--- src/brc_pkg.sv ---
// Shared types and constants for the byte rotor cipher.
// No dependencies; every other file imports this package.
package brc_pkg;

  localparam int NUM_ROTORS_DEF = 3;
  localparam int NUM_START_REGS = 3;
  localparam int CFG_IDX_W      = 2;
  localparam int SYM_W          = 8;
  localparam int SEL_W          = 2;

  localparam logic [SYM_W-1:0] NOTCH_OFFSET = 8'd67;

  typedef logic [SYM_W-1:0] sym_t;

  typedef enum logic [1:0] {
    CMD_DATA    = 2'd0,
    CMD_LOAD    = 2'd1,
    CMD_RESTART = 2'd2
  } cmd_t;

  typedef enum logic [1:0] {
    ST_IDLE,
    ST_LOOK,
    ST_FINAL
  } state_t;

endpackage

--- src/brc_if.sv ---
// Valid/ready channel interfaces for the byte rotor cipher.
// Depends on brc_pkg for field widths.
interface brc_in_if import brc_pkg::*; ();
  logic             valid;
  logic             ready;
  logic [1:0]       cmd;
  logic [SEL_W-1:0] rotor_select;
  sym_t             table_index;
  sym_t             data_byte;

  modport source (output valid, cmd, rotor_select, table_index, data_byte, input ready);
  modport sink   (input valid, cmd, rotor_select, table_index, data_byte, output ready);
endinterface

interface brc_out_if import brc_pkg::*; ();
  logic valid;
  logic ready;
  sym_t out_byte;

  modport source (output valid, out_byte, input ready);
  modport sink   (input valid, out_byte, output ready);
endinterface

--- src/brc_core.sv ---
// Sequencer, shared offset add/subtract unit, rotor positions and start registers.
// Drives the two wiring memories. Depends on brc_pkg and brc_if.
module brc_core import brc_pkg::*; #(
  parameter int NUM_ROTORS = NUM_ROTORS_DEF,
  parameter int AW         = $clog2(NUM_ROTORS_DEF * 256)
) (
  input  logic                 clk,
  input  logic                 rst_n,
  brc_in_if.sink               in_ch,
  brc_out_if.source            out_ch,
  input  logic                 cfg_we,
  input  logic [CFG_IDX_W-1:0] cfg_index,
  input  sym_t                 cfg_wdata,
  output logic                 fwd_we,
  output logic [AW-1:0]        fwd_waddr,
  output sym_t                 fwd_wdata,
  output logic                 inv_we,
  output logic [AW-1:0]        inv_waddr,
  output sym_t                 inv_wdata,
  output logic                 mem_re,
  output logic [AW-1:0]        mem_raddr,
  input  sym_t                 fwd_rdata,
  input  sym_t                 inv_rdata
);

  localparam int RIDX_W = (NUM_ROTORS > 1) ? $clog2(NUM_ROTORS) : 1;
  localparam int STEP_W = $clog2(2 * NUM_ROTORS);
  localparam logic [STEP_W-1:0] FWD_LAST  = STEP_W'(NUM_ROTORS - 1);
  localparam logic [STEP_W-1:0] LAST_STEP = STEP_W'(2 * NUM_ROTORS - 1);

  state_t            state_r, state_nxt;
  logic [STEP_W-1:0] step_r, step_nxt;
  sym_t              s_r, s_nxt;
  sym_t              p_issue_r, p_issue_nxt;
  logic              refl_r, refl_nxt;
  logic              from_inv_r, from_inv_nxt;
  logic              out_valid_r, out_valid_nxt;
  sym_t              out_byte_r, out_byte_nxt;
  sym_t              pos_r [NUM_ROTORS];
  sym_t              pos_nxt [NUM_ROTORS];
  sym_t              start_r [NUM_START_REGS];
  sym_t              start_nxt [NUM_START_REGS];

  sym_t              start_ext [NUM_ROTORS];
  sym_t              pos_adv [NUM_ROTORS];
  logic              carry;
  logic [STEP_W-1:0] rot_step;
  logic [RIDX_W-1:0] rot_idx;
  sym_t              rdata_sel;
  sym_t              diff;
  sym_t              cur;
  sym_t              addr_byte;
  logic              in_acc;
  logic              fin_go;
  logic              sel_ok;

  // Shared unit: undo previous offset, reflect at the turn, apply next offset.
  always_comb begin
    rot_step  = (step_r <= FWD_LAST) ? step_r : (LAST_STEP - step_r);
    rot_idx   = RIDX_W'(rot_step);
    rdata_sel = from_inv_r ? inv_rdata : fwd_rdata;
    diff      = rdata_sel - p_issue_r;
    if (state_r == ST_LOOK && step_r == '0) begin
      cur = s_r;
    end else begin
      cur = refl_r ? ~diff : diff;
    end
    addr_byte = cur + pos_r[rot_idx];
    mem_raddr = (AW'(rot_idx) << 8) | AW'(addr_byte);
    mem_re    = (state_r == ST_LOOK);
  end

  // Odometer stepping and restart values.
  always_comb begin
    for (int r = 0; r < NUM_ROTORS; r++) begin
      start_ext[r] = (r < NUM_START_REGS) ? start_r[r % NUM_START_REGS] : '0;
    end
    carry = 1'b1;
    for (int r = 0; r < NUM_ROTORS; r++) begin
      pos_adv[r] = pos_r[r] + sym_t'(carry);
      carry      = (pos_adv[r] == (start_ext[r] + NOTCH_OFFSET));
    end
  end

  assign in_ch.ready     = (state_r == ST_IDLE);
  assign in_acc          = in_ch.valid && in_ch.ready;
  assign fin_go          = !out_valid_r || out_ch.ready;
  assign out_ch.valid    = out_valid_r;
  assign out_ch.out_byte = out_byte_r;
  assign sel_ok          = int'(in_ch.rotor_select) < NUM_ROTORS;

  always_comb begin
    fwd_we    = 1'b0;
    inv_we    = 1'b0;
    fwd_waddr = (AW'(RIDX_W'(in_ch.rotor_select)) << 8) | AW'(in_ch.table_index);
    inv_waddr = (AW'(RIDX_W'(in_ch.rotor_select)) << 8) | AW'(in_ch.data_byte);
    fwd_wdata = in_ch.data_byte;
    inv_wdata = in_ch.table_index;

    state_nxt     = state_r;
    step_nxt      = step_r;
    s_nxt         = s_r;
    p_issue_nxt   = p_issue_r;
    refl_nxt      = refl_r;
    from_inv_nxt  = from_inv_r;
    out_byte_nxt  = out_byte_r;
    out_valid_nxt = out_valid_r && !out_ch.ready;
    pos_nxt       = pos_r;
    start_nxt     = start_r;

    if (cfg_we && int'(cfg_index) < NUM_START_REGS) begin
      start_nxt[cfg_index] = cfg_wdata;
    end

    unique case (state_r)
      ST_IDLE: begin
        if (in_acc) begin
          unique case (in_ch.cmd)
            CMD_DATA: begin
              s_nxt     = in_ch.data_byte;
              step_nxt  = '0;
              state_nxt = ST_LOOK;
            end
            CMD_LOAD: begin
              fwd_we = sel_ok;
              inv_we = sel_ok;
            end
            CMD_RESTART: begin
              pos_nxt = start_ext;
            end
            default: begin
            end
          endcase
        end
      end
      ST_LOOK: begin
        p_issue_nxt  = pos_r[rot_idx];
        refl_nxt     = (step_r == FWD_LAST);
        from_inv_nxt = (step_r > FWD_LAST);
        step_nxt     = step_r + 1'b1;
        if (step_r == LAST_STEP) begin
          state_nxt = ST_FINAL;
        end
      end
      ST_FINAL: begin
        if (fin_go) begin
          out_byte_nxt  = cur;
          out_valid_nxt = 1'b1;
          pos_nxt       = pos_adv;
          state_nxt     = ST_IDLE;
        end
      end
      default: begin
        state_nxt = ST_IDLE;
      end
    endcase
  end

  always_ff @(posedge clk) begin
    if (!rst_n) begin
      state_r     <= ST_IDLE;
      step_r      <= '0;
      out_valid_r <= 1'b0;
      for (int r = 0; r < NUM_ROTORS; r++) begin
        pos_r[r] <= '0;
      end
      for (int r = 0; r < NUM_START_REGS; r++) begin
        start_r[r] <= '0;
      end
    end else begin
      state_r     <= state_nxt;
      step_r      <= step_nxt;
      out_valid_r <= out_valid_nxt;
      pos_r       <= pos_nxt;
      start_r     <= start_nxt;
    end
  end

  always_ff @(posedge clk) begin
    s_r        <= s_nxt;
    p_issue_r  <= p_issue_nxt;
    refl_r     <= refl_nxt;
    from_inv_r <= from_inv_nxt;
    out_byte_r <= out_byte_nxt;
  end

  a_final_after_look: assert property (@(posedge clk) disable iff (!rst_n)
    state_r == ST_FINAL |-> ($past(state_r) == ST_LOOK || $past(state_r) == ST_FINAL))
    else $error("final state entered without lookup pass");

  a_data_starts_look: assert property (@(posedge clk) disable iff (!rst_n)
    (in_acc && in_ch.cmd == CMD_DATA) |=> (state_r == ST_LOOK && step_r == '0))
    else $error("data transaction did not start lookup at step zero");

  a_rotor0_steps: assert property (@(posedge clk) disable iff (!rst_n)
    (state_r == ST_FINAL && fin_go) |=> (pos_r[0] == $past(pos_r[0]) + 8'd1))
    else $error("rotor 0 did not advance by one after a result");

  a_pos_hold_look: assert property (@(posedge clk) disable iff (!rst_n)
    state_r == ST_LOOK |=> $stable(pos_r[NUM_ROTORS-1]))
    else $error("rotor position changed during lookup pass");

endmodule

--- src/flat_wrapper.sv ---
// flat-port wrapper written by rule: the top's interface ports become plain ports
module brc_core_flat import brc_pkg::*;
#(
  parameter int NUM_ROTORS = NUM_ROTORS_DEF,
  parameter int AW         = $clog2(NUM_ROTORS_DEF * 256)
)
  (clk, rst_n, cfg_we, cfg_index, cfg_wdata, fwd_we, fwd_waddr, fwd_wdata, inv_we, inv_waddr, inv_wdata, mem_re, mem_raddr, fwd_rdata, inv_rdata, in_ch_valid, in_ch_cmd, in_ch_rotor_select, in_ch_table_index, in_ch_data_byte, in_ch_ready, out_ch_valid, out_ch_out_byte, out_ch_ready);
  brc_in_if in_ch_i ();
  brc_out_if out_ch_i ();
  input  logic clk;
  input  logic rst_n;
  input  logic cfg_we;
  input  logic [CFG_IDX_W-1:0] cfg_index;
  input  sym_t cfg_wdata;
  output logic fwd_we;
  output logic [AW-1:0] fwd_waddr;
  output sym_t fwd_wdata;
  output logic inv_we;
  output logic [AW-1:0] inv_waddr;
  output sym_t inv_wdata;
  output logic mem_re;
  output logic [AW-1:0] mem_raddr;
  input  sym_t fwd_rdata;
  input  sym_t inv_rdata;
  input wire logic [$bits(in_ch_i.valid)-1:0] in_ch_valid;
  input wire logic [$bits(in_ch_i.cmd)-1:0] in_ch_cmd;
  input wire logic [$bits(in_ch_i.rotor_select)-1:0] in_ch_rotor_select;
  input wire logic [$bits(in_ch_i.table_index)-1:0] in_ch_table_index;
  input wire logic [$bits(in_ch_i.data_byte)-1:0] in_ch_data_byte;
  output wire logic [$bits(in_ch_i.ready)-1:0] in_ch_ready;
  output wire logic [$bits(out_ch_i.valid)-1:0] out_ch_valid;
  output wire logic [$bits(out_ch_i.out_byte)-1:0] out_ch_out_byte;
  input wire logic [$bits(out_ch_i.ready)-1:0] out_ch_ready;
  assign in_ch_i.valid = in_ch_valid;
  assign in_ch_i.cmd = in_ch_cmd;
  assign in_ch_i.rotor_select = in_ch_rotor_select;
  assign in_ch_i.table_index = in_ch_table_index;
  assign in_ch_i.data_byte = in_ch_data_byte;
  assign in_ch_ready = in_ch_i.ready;
  assign out_ch_valid = out_ch_i.valid;
  assign out_ch_out_byte = out_ch_i.out_byte;
  assign out_ch_i.ready = out_ch_ready;
  brc_core #(.NUM_ROTORS(NUM_ROTORS), .AW(AW)) u_core (.clk(clk), .rst_n(rst_n), .in_ch(in_ch_i), .out_ch(out_ch_i), .cfg_we(cfg_we), .cfg_index(cfg_index), .cfg_wdata(cfg_wdata), .fwd_we(fwd_we), .fwd_waddr(fwd_waddr), .fwd_wdata(fwd_wdata), .inv_we(inv_we), .inv_waddr(inv_waddr), .inv_wdata(inv_wdata), .mem_re(mem_re), .mem_raddr(mem_raddr), .fwd_rdata(fwd_rdata), .inv_rdata(inv_rdata));
endmodule
--- config.mk ---
export PLATFORM = sky130hd
export DESIGN_NAME = brc_core_flat
export DESIGN_NICKNAME = d
export VERILOG_FILES = /design/src/brc_pkg.sv /design/src/brc_if.sv /design/src/brc_core.sv /design/src/flat_wrapper.sv
export SDC_FILE = /design/constraint.sdc
export NUM_CORES = 1
export LEC_CHECK = 0
export BUFFER_PORTS_ARGS = -buffer_cell sky130_fd_sc_hd__buf_2
export CAP_MARGIN = 20
export CELL_PAD_IN_SITES_DETAIL_PLACEMENT = 1
export CELL_PAD_IN_SITES_GLOBAL_PLACEMENT = 1
export CORE_MARGIN = 2
export CORE_UTILIZATION = 35
export CTS_BUF_LIST = sky130_fd_sc_hd__clkbuf_2 sky130_fd_sc_hd__clkbuf_4 sky130_fd_sc_hd__clkbuf_8
export DETAILED_ROUTE_END_ITERATION = 16
export PLACE_DENSITY_LB_ADDON = 0.1
export SLEW_MARGIN = 20
export SYNTH_ARGS = -nofsm -noshare
export SYNTH_HDL_FRONTEND = slang
export SYNTH_SLANG_ARGS = --single-unit
--- constraint.sdc ---
create_clock -name clk -period 3.67 [get_ports clk]
set_input_delay 0.1835 -clock clk [delete_from_list [all_inputs] [get_ports clk]]
set_output_delay 0.1835 -clock clk [all_outputs]
set_load 0.02 [all_outputs]
==> results of run 1 <==
==> cell type report <==
| class | count | area (um^2) | share of cell area, % |
|---|---|---|---|
| Multi-Input combinational cell | 409 | 3380 | 48.4 |
| Tap cell | 184 | 230 | 3.30 |
| Timing Repair Buffer | 178 | 1200 | 17.2 |
| Inverter | 24 | 90.1 | 1.29 |
| Clock inverter | 4 | 55.1 | 0.789 |
| Clock buffer | 12 | 153 | 2.19 |
| Sequential cell | 80 | 1880 | 26.9 |
==> Yosys cell counts, drive strengths merged (5+ instances only) <==
library cell and number:
clkbuf 17, a21oi 36, a21boi 5, o211ai 5
mux2i 33, inv 24, dfxtp 54, nor2b 35
and2 14, a21o 5, nand3 9, o21ai 26
nor3 8, nand4 8, xor2 19, o211a 5
o22ai 7, nor3b 8, a211oi 5, nand2 36
edfxtp 26, xnor2 43, nor2 34, buf 48
ha 25, mux2 6
==> final timing paths <==
check | endpoint | slack (ps) | depth (start not counted)
worst min register to register | u_core.start_ext[7] | 540 | 2
worst min-delay path | u_core.start_ext[7] | 110 | 3
worst max-delay path | mem_raddr[7] | -310 | 15
worst max register to register | u_core.pos_r[6] | -80 | 21
==> flip-flops by register name, indices dropped and copies added (netlist names), 2 cells and up <==
| name | count |
|---|---|
| u_core.out_ch.out_byte | 8 |
| u_core.step_r | 3 |
| u_core.state_r | 2 |
| u_core.s_r | 8 |
| u_core.p_issue_r | 8 |
| u_core.pos_r | 24 |
| u_core.start_ext | 24 |
==> routing by layer <==
layer | global-route usage, % | vias up | wire length, um
li1 | - | 2208 | -
met3 | 4.01 | 24 | 654
met4 | 6.66 | 0 | 284
met2 | 39.4 | 100 | 8600
met5 | 0 | - | 0
met1 | 22.5 | 2217 | 6430
==> placed cells by master, fill, tap and decap left out, types with 7 or more instances in the layout <==
| cell type | n |
|---|---|
| xnor2_1 | 36 |
| dfxtp_1 | 43 |
| a21oi_2 | 7 |
| buf_2 | 81 |
| and2_1 | 14 |
| ha_1 | 13 |
| dfxtp_2 | 11 |
| clkbuf_8 | 10 |
| buf_4 | 77 |
| nor2b_1 | 34 |
| nor2_1 | 26 |
| mux2i_1 | 32 |
| o21ai_0 | 16 |
| edfxtp_1 | 26 |
| xor2_1 | 13 |
| nand2_1 | 34 |
| buf_6 | 12 |
| inv_1 | 20 |
| nand4_1 | 8 |
| ha_4 | 8 |
| o21ai_2 | 7 |
| a21oi_1 | 28 |
| dlygate4sd3_1 | 8 |
==> logic make-up (layout without fill, tap and decap cells) <==
| group | count (synthesis) | after routing |
|---|---|---|
| AO/OA/AOI/OAI | 112 | 112 |
| XOR/XNOR | 62 | 62 |
| adder cells (fa/ha/maj) | 27 | 27 |
| buffers and inverters | 89 | 218 |
| flip-flops | 80 | 80 |
| multiplexers | 39 | 39 |
| AND/OR/NAND/NOR | 169 | 169 |
==> tightest hold or removal path, delay by kind of cell <==
kind                   cells  cell delay, ps
buffers and inverters      1             110
AND/OR/NAND/NOR            1              90
multiplexers               1              60
==> power by group through the flow <==
stage	Sequential [uW]	Clock (uW)	Combinational, uW
4_1_cts	960	725	508
6_report	961	692	535
2_1_floorplan	971	0	312
3_5_place_dp	979	0	431
5_1_grt	964	751	582
3_3_place_gp	978	0	418
==> stage by stage <==
| step | setup TNS [ps] | total power (uW) | instances |
|---|---|---|---|
| 2_1_floorplan | 0 | 1280 | 578 |
| 3_3_place_gp | -720 | 1400 | 843 |
| 3_5_place_dp | -1530 | 1410 | 843 |
| 4_1_cts | -699 | 2190 | 886 |
| 5_1_grt | -2590 | 2300 | 891 |
| 6_report | -575 | 2190 | 891 |
==> timing repair <==
action,4_1_cts,5_1_grt
pin swaps,47,18
endpoints found under the hold margin,7,1
resized for setup,90,41
hold buffers,7,1
setup endpoints to repair,10,10
buffers inserted,21,10
==> metrics, run 1 <==
number of cell rows 44; Final Critical Period 3980 ps; switching power approximately 640 uW; Final setup viols 4; internal power roughly 1500 uW; residual DRC count 0; Post-synth EDFFs 26; worst-case clock skew between 10 and 15 ps; PD cells about 310 nW/um^2; Core Region 14,600 um^2; vias per std cell 5.11; Mapped Nets ~660; Leak 0.00283 uW; Max Buffers Root-to-Sink 2; dpl ws -317 ps; unrepaired setup endpoints after global routing yes; root buf cell clkbuf_8; Die Area 16,000 um^2; Wirelength per Cell about 18 um; Sw Share between 20% and 30%; nets@finish 780; arrival time at the worst endpoint 3800 ps; ant diodes 0; CTS tree done; Final Core Density ~48%; Seq/Total Area, Yosys a little over a third; largest net degree at the start of global routing 55; # clock sinks 80; Crit. Startpoint u_core.from_inv_r; Port Buf Inserts 85; worst hold path type in -> reg; Synth Area in XOR/XNOR between 10% and 20%; WHS around 110 ps; Reg-to-Reg Start u_core.pos_r[18]; CP bufs+invs 3; GRT Util Overall about a fifth; failing checks setup timing; delay-heaviest family, CP adder cells; Critical Path Slowest Stage Cell fa_2; f_max between 200 and 300 MHz; cell area after synthesis 5270 um^2; combinational power share between 20% and 30%; filler cell count around 1,700; CP peak stage delay between 500 and 600 ps; clk_lat worst skew about 380 ps; min-delay src cfg_wdata[7]; Worst Path Class, Setup reg -> out; global-route wire length before repair between 20,000 and 30,000 um; outcome finished, violations left; CP required between 3000 and 4000 ps; Vias approximately 4,500; RD Place Congestion ~0.85; Antenna Violating Nets Remaining 0; clk slew on worst S/H paths 90 ps; largest family of logic cells by synthesized area simple AND/OR/NAND/NOR gates; # Max-Cap Violations 0; Routed WL around 16,000 um; starting density of the core between 30% and 40%; area fraction in and, or, nand and nor cells after synthesis around 17%; PnR worst setup slack -311 ps; post-synth top area cell dfxtp_1; startpoint types flip-flop; Slew Viols, Final 0; Ys Warns 0; Reg power frac 43.9%; largest cells by area after synthesis dfxtp_1 (21%), edfxtp_1 (15%), xnor2_1 (7.0%), mux2i_1 (6.3%), ha_1 (5.9%); syn avg cell area around 9 um^2; fin crit share 108%; 1st-pass router iterations 4; Async SR Flop Fraction 0%; Post-Synth Adder-Cell Area around 6.7%; Clk pwr share a little under a third; CTS buffer count 9; final hold viol count 0; Critical Path, Cell by Cell mux2i_1 -> ha_2 -> inv_2 -> fa_2 -> xnor2_1 -> o21a_1 -> inv_2 -> ha_4 -> a21oi_4 -> o21ai_2 -> or4_4 -> a31oi_4 -> xor2_2 -> xnor2_1 -> buf_4; GRT overflow 0; initial drt markers about 140; main flop type after synthesis dfxtp_1; initial antenna violation count 0; Worst slew margin approximately 25%; number of H-tree levels 3; placed instance area 5980 um^2; Syn Inst Count between 500 and 600; layout cells sized above 1 40.9%; die width between 100 and 150 um; Top Ports 110; FF+latch count, synth 80; peak supply drop 218 uV; CP Capture Type output port; Layout area overhead 32.6%; post-synth top area share about a fifth; Slew @ Worst Pin between 1000 and 1500 ps; DP HPWL around 12,000 um; design area 6980 um^2; Yosys cell types between 50 and 60; compound-gate portion of the synthesized area approximately 13%; vias in the first global route approximately 5,000; mux cell area share after synthesis 7.56%; chip height approximately 130 um; Worst Path Max Fanout 4
Power figures use the tool's default switching activity.
==> run 2: changes to the inputs <==
- ABC_AREA: not set -> 1
==> run 2 against run 1 <==
Net effect:
- the run still ends with setup timing left
- cell count rose by 14%
- critical path depth up 6
- setup slack better by 250 ps
- via count rose by 9.0%
- flip-flop and latch count stayed put
- final area decreased by 3.3%
- first-iteration DRC count increased by 29%
- sequential share of layout area is 0.79 points higher
- synthesized area grew 2.8%
- core utilization shrank 3.1 points
- count of clock-buffer cells in the layout decreased by 1
- largest power group unchanged
==> metrics, run 2 <==
outcome finished, violations left; worst-case clock skew 15.4 ps; PD cells 355 nW/um^2; fin crit share 102%; Ys Warns 0; Worst slew margin between 40% and 50%; global-route wire length before repair ~26,000 um; Core Region between 15,000 and 20,000 um^2; CTS buffer count 9; Reg power frac 41.4%; final hold viol count 0; PnR worst setup slack -59.3 ps; Worst Path Max Fanout 3; Slew Viols, Final 0; CP peak stage delay around 420 ps; switching power 830 uW; Max Buffers Root-to-Sink 2; FF+latch count, synth 80; nets@finish 899; most common cell after layout, fill and taps aside nand2_1; Die Area ~16,000 um^2; most frequent cells in the layout nand2_1 (149), inv_1 (84), buf_2 (81), o21ai_0 (55), a21oi_1 (55); Critical Path, Cell by Cell buf_6 -> mux2i_4 -> ha_2 -> inv_2 -> fa_2 -> nand3_2 -> nand2_2 -> or2_4 -> nand2_4 -> a21oi_2 -> o21ai_2 -> o21a_2 -> ha_4 -> a21oi_4 -> o31ai_2 -> a21oi_1 -> buf_4 -> inv_2 -> nand3_2 -> nand2_2 -> buf_6; clk_lat worst skew 380 ps; combinational power share between 30% and 40%; design area 6750 um^2; GRT Util Overall between 10% and 20%; delay-heaviest family, CP adder cells; root buf cell clkbuf_8; RD Place Congestion 0.812; Port Buf Inserts 85; arrival time at the worst endpoint approximately 3600 ps; 1st-pass router iterations 4; residual DRC count 0; placed instance area ~5900 um^2; Final setup viols 3; f_max between 200 and 300 MHz; unrepaired setup endpoints after global routing yes; Sw Share between 30% and 40%; starting density of the core 35.7%; Final Critical Period ~3700 ps; Seq/Total Area, Yosys between 30 and 40%; Worst Path Class, Setup reg -> out; Async SR Flop Fraction 0%; peak supply drop 215 uV; clk slew on worst S/H paths ~90 ps; die width 128 um; main flop type after synthesis dfxtp_1; count leader, synth nand2_1; startpoint types flip-flop; DP HPWL between 10,000 and 15,000 um; number of cell rows between 40 and 50; Clk pwr share between 20% and 30%; CTS tree done; Top Ports 110; Layout area overhead 24.7%; ant diodes 0; initial antenna violation count 0; syn avg cell area around 7.4 um^2; GRT overflow 0; chip height around 130 um; Critical Path Slowest Stage Cell edfxtp_1; initial drt markers ~180; largest net degree at the start of global routing 48; vias per std cell 4.89; Routed WL roughly 16,000 um; CP required approximately 3500 ps; Mapped Nets around 800; Leak 0.00295 uW; number of H-tree levels 3; layout cells sized above 1 a little under a third; largest cells by area after synthesis dfxtp_1 (20%), edfxtp_1 (14%), nand2_1 (11%), inv_1 (6.4%), buf_4 (6.1%); post-synth top area share about 20%; Post-synth EDFFs 26; vias in the first global route roughly 5,200; Pwr Total approximately 2400 uW; Antenna Violating Nets Remaining 0; # clock sinks 80; Slew @ Worst Pin approximately 760 ps; Vias 4,960; post-synth top area cell dfxtp_1; commonest cells in the netlist nand2_1 (156), inv_1 (92), a21oi_1 (63); worst hold path type in -> reg; internal power roughly 1600 uW; # Max-Cap Violations 0; CP bufs+invs 5; Syn Inst Count approximately 730; Yosys cell types between 40 and 50; failing checks setup timing; cell area after synthesis roughly 5400 um^2; Wirelength per Cell 15.6 um; dpl ws -351 ps; CP Capture Type output port
[run 2: cell families (layout without fill, tap and decap cells)]
group / after synthesis / after routing / synth area share, %
flip-flops: 80 / 80 / 34.4
adder cells (fa/ha/maj): 27 / 27 / 6.52
buffers and inverters: 162 / 256 / 15.0
AND/OR/NAND/NOR: 264 / 264 / 21.2
multiplexers: 1 / 1 / 0.185
AO/OA/AOI/OAI: 158 / 158 / 16.2
XOR/XNOR: 40 / 40 / 6.47
[run 2: repair_timing]
item	in CTS	in global routing
endpoints found under the setup margin	9	10
hold buffers	8	0
gates cloned	0	0
pin swaps	39	35
gates resized for setup	73	42
endpoints found under the hold margin	8	0
setup buffers	4	8
[run 2: worst paths after layout]
| path | cells after the start | startpoint | slack [ps] | end |
|---|---|---|---|---|
| min | 4 | out_ch_ready | 110 | u_core.out_ch.valid |
| min reg2reg | 2 | u_core.start_ext[4] | 450 | u_core.start_ext[4] |
| max | 21 | u_core.from_inv_r | -60 | mem_raddr[7] |
| max reg2reg | 27 | u_core.pos_r[17] | -50 | u_core.pos_r[6] |
[run 2: power groups by stage]
stage / logic [uW] / registers [uW] / clock network (uW)
detailed placement: 627 / 1010 / 0
CTS: 732 / 991 / 637
global route: 872 / 997 / 672
global placement: 613 / 1010 / 0
finish: 792 / 992 / 612
floorplan: 451 / 998 / 0
[run 2: layout make-up]
class / instances / area, um^2
Multi-Input combinational cell: 490 / 3190
Fill cell: 1896 / 8400
Clock buffer: 11 / 145
Inverter: 98 / 370
Timing Repair Buffer: 142 / 910
Sequential cell: 80 / 1870
Clock inverter: 5 / 28.8
Tap cell: 188 / 235
[run 2: metrics by stage]
stage,util (%),std cells,hold WS (ps),TNS (ps)
2_1_floorplan,-,732,282,0
3_3_place_gp,39.1,980,367,-354
3_5_place_dp,39.1,980,367,-1310
4_1_cts,42.9,1008,101,-881
5_1_grt,44.6,1014,129,-2080
6_report,44.6,1014,111,-154
[run 2: worst reg2reg max path: cells and delay by family (launching register included)]
family / cells / cell delay (ps)
adder cells (fa/ha/maj): 4 / 680
buffers and inverters: 4 / 340
AND/OR/NAND/NOR: 14 / 1420
XOR/XNOR: 3 / 560
AO/OA/AOI/OAI: 2 / 220
flip-flops: 1 / 380
[run 2: routing by layer]
layer  vias to the layer above  part of all wire (%)  track usage, %
met1                      2306                    42            22.5
met3                        24                   3.7            4.82
li1                       2538                     -               -
met4                         0                   1.7            4.98
met5                         -                     0               0
met2                        92                    52            37.4
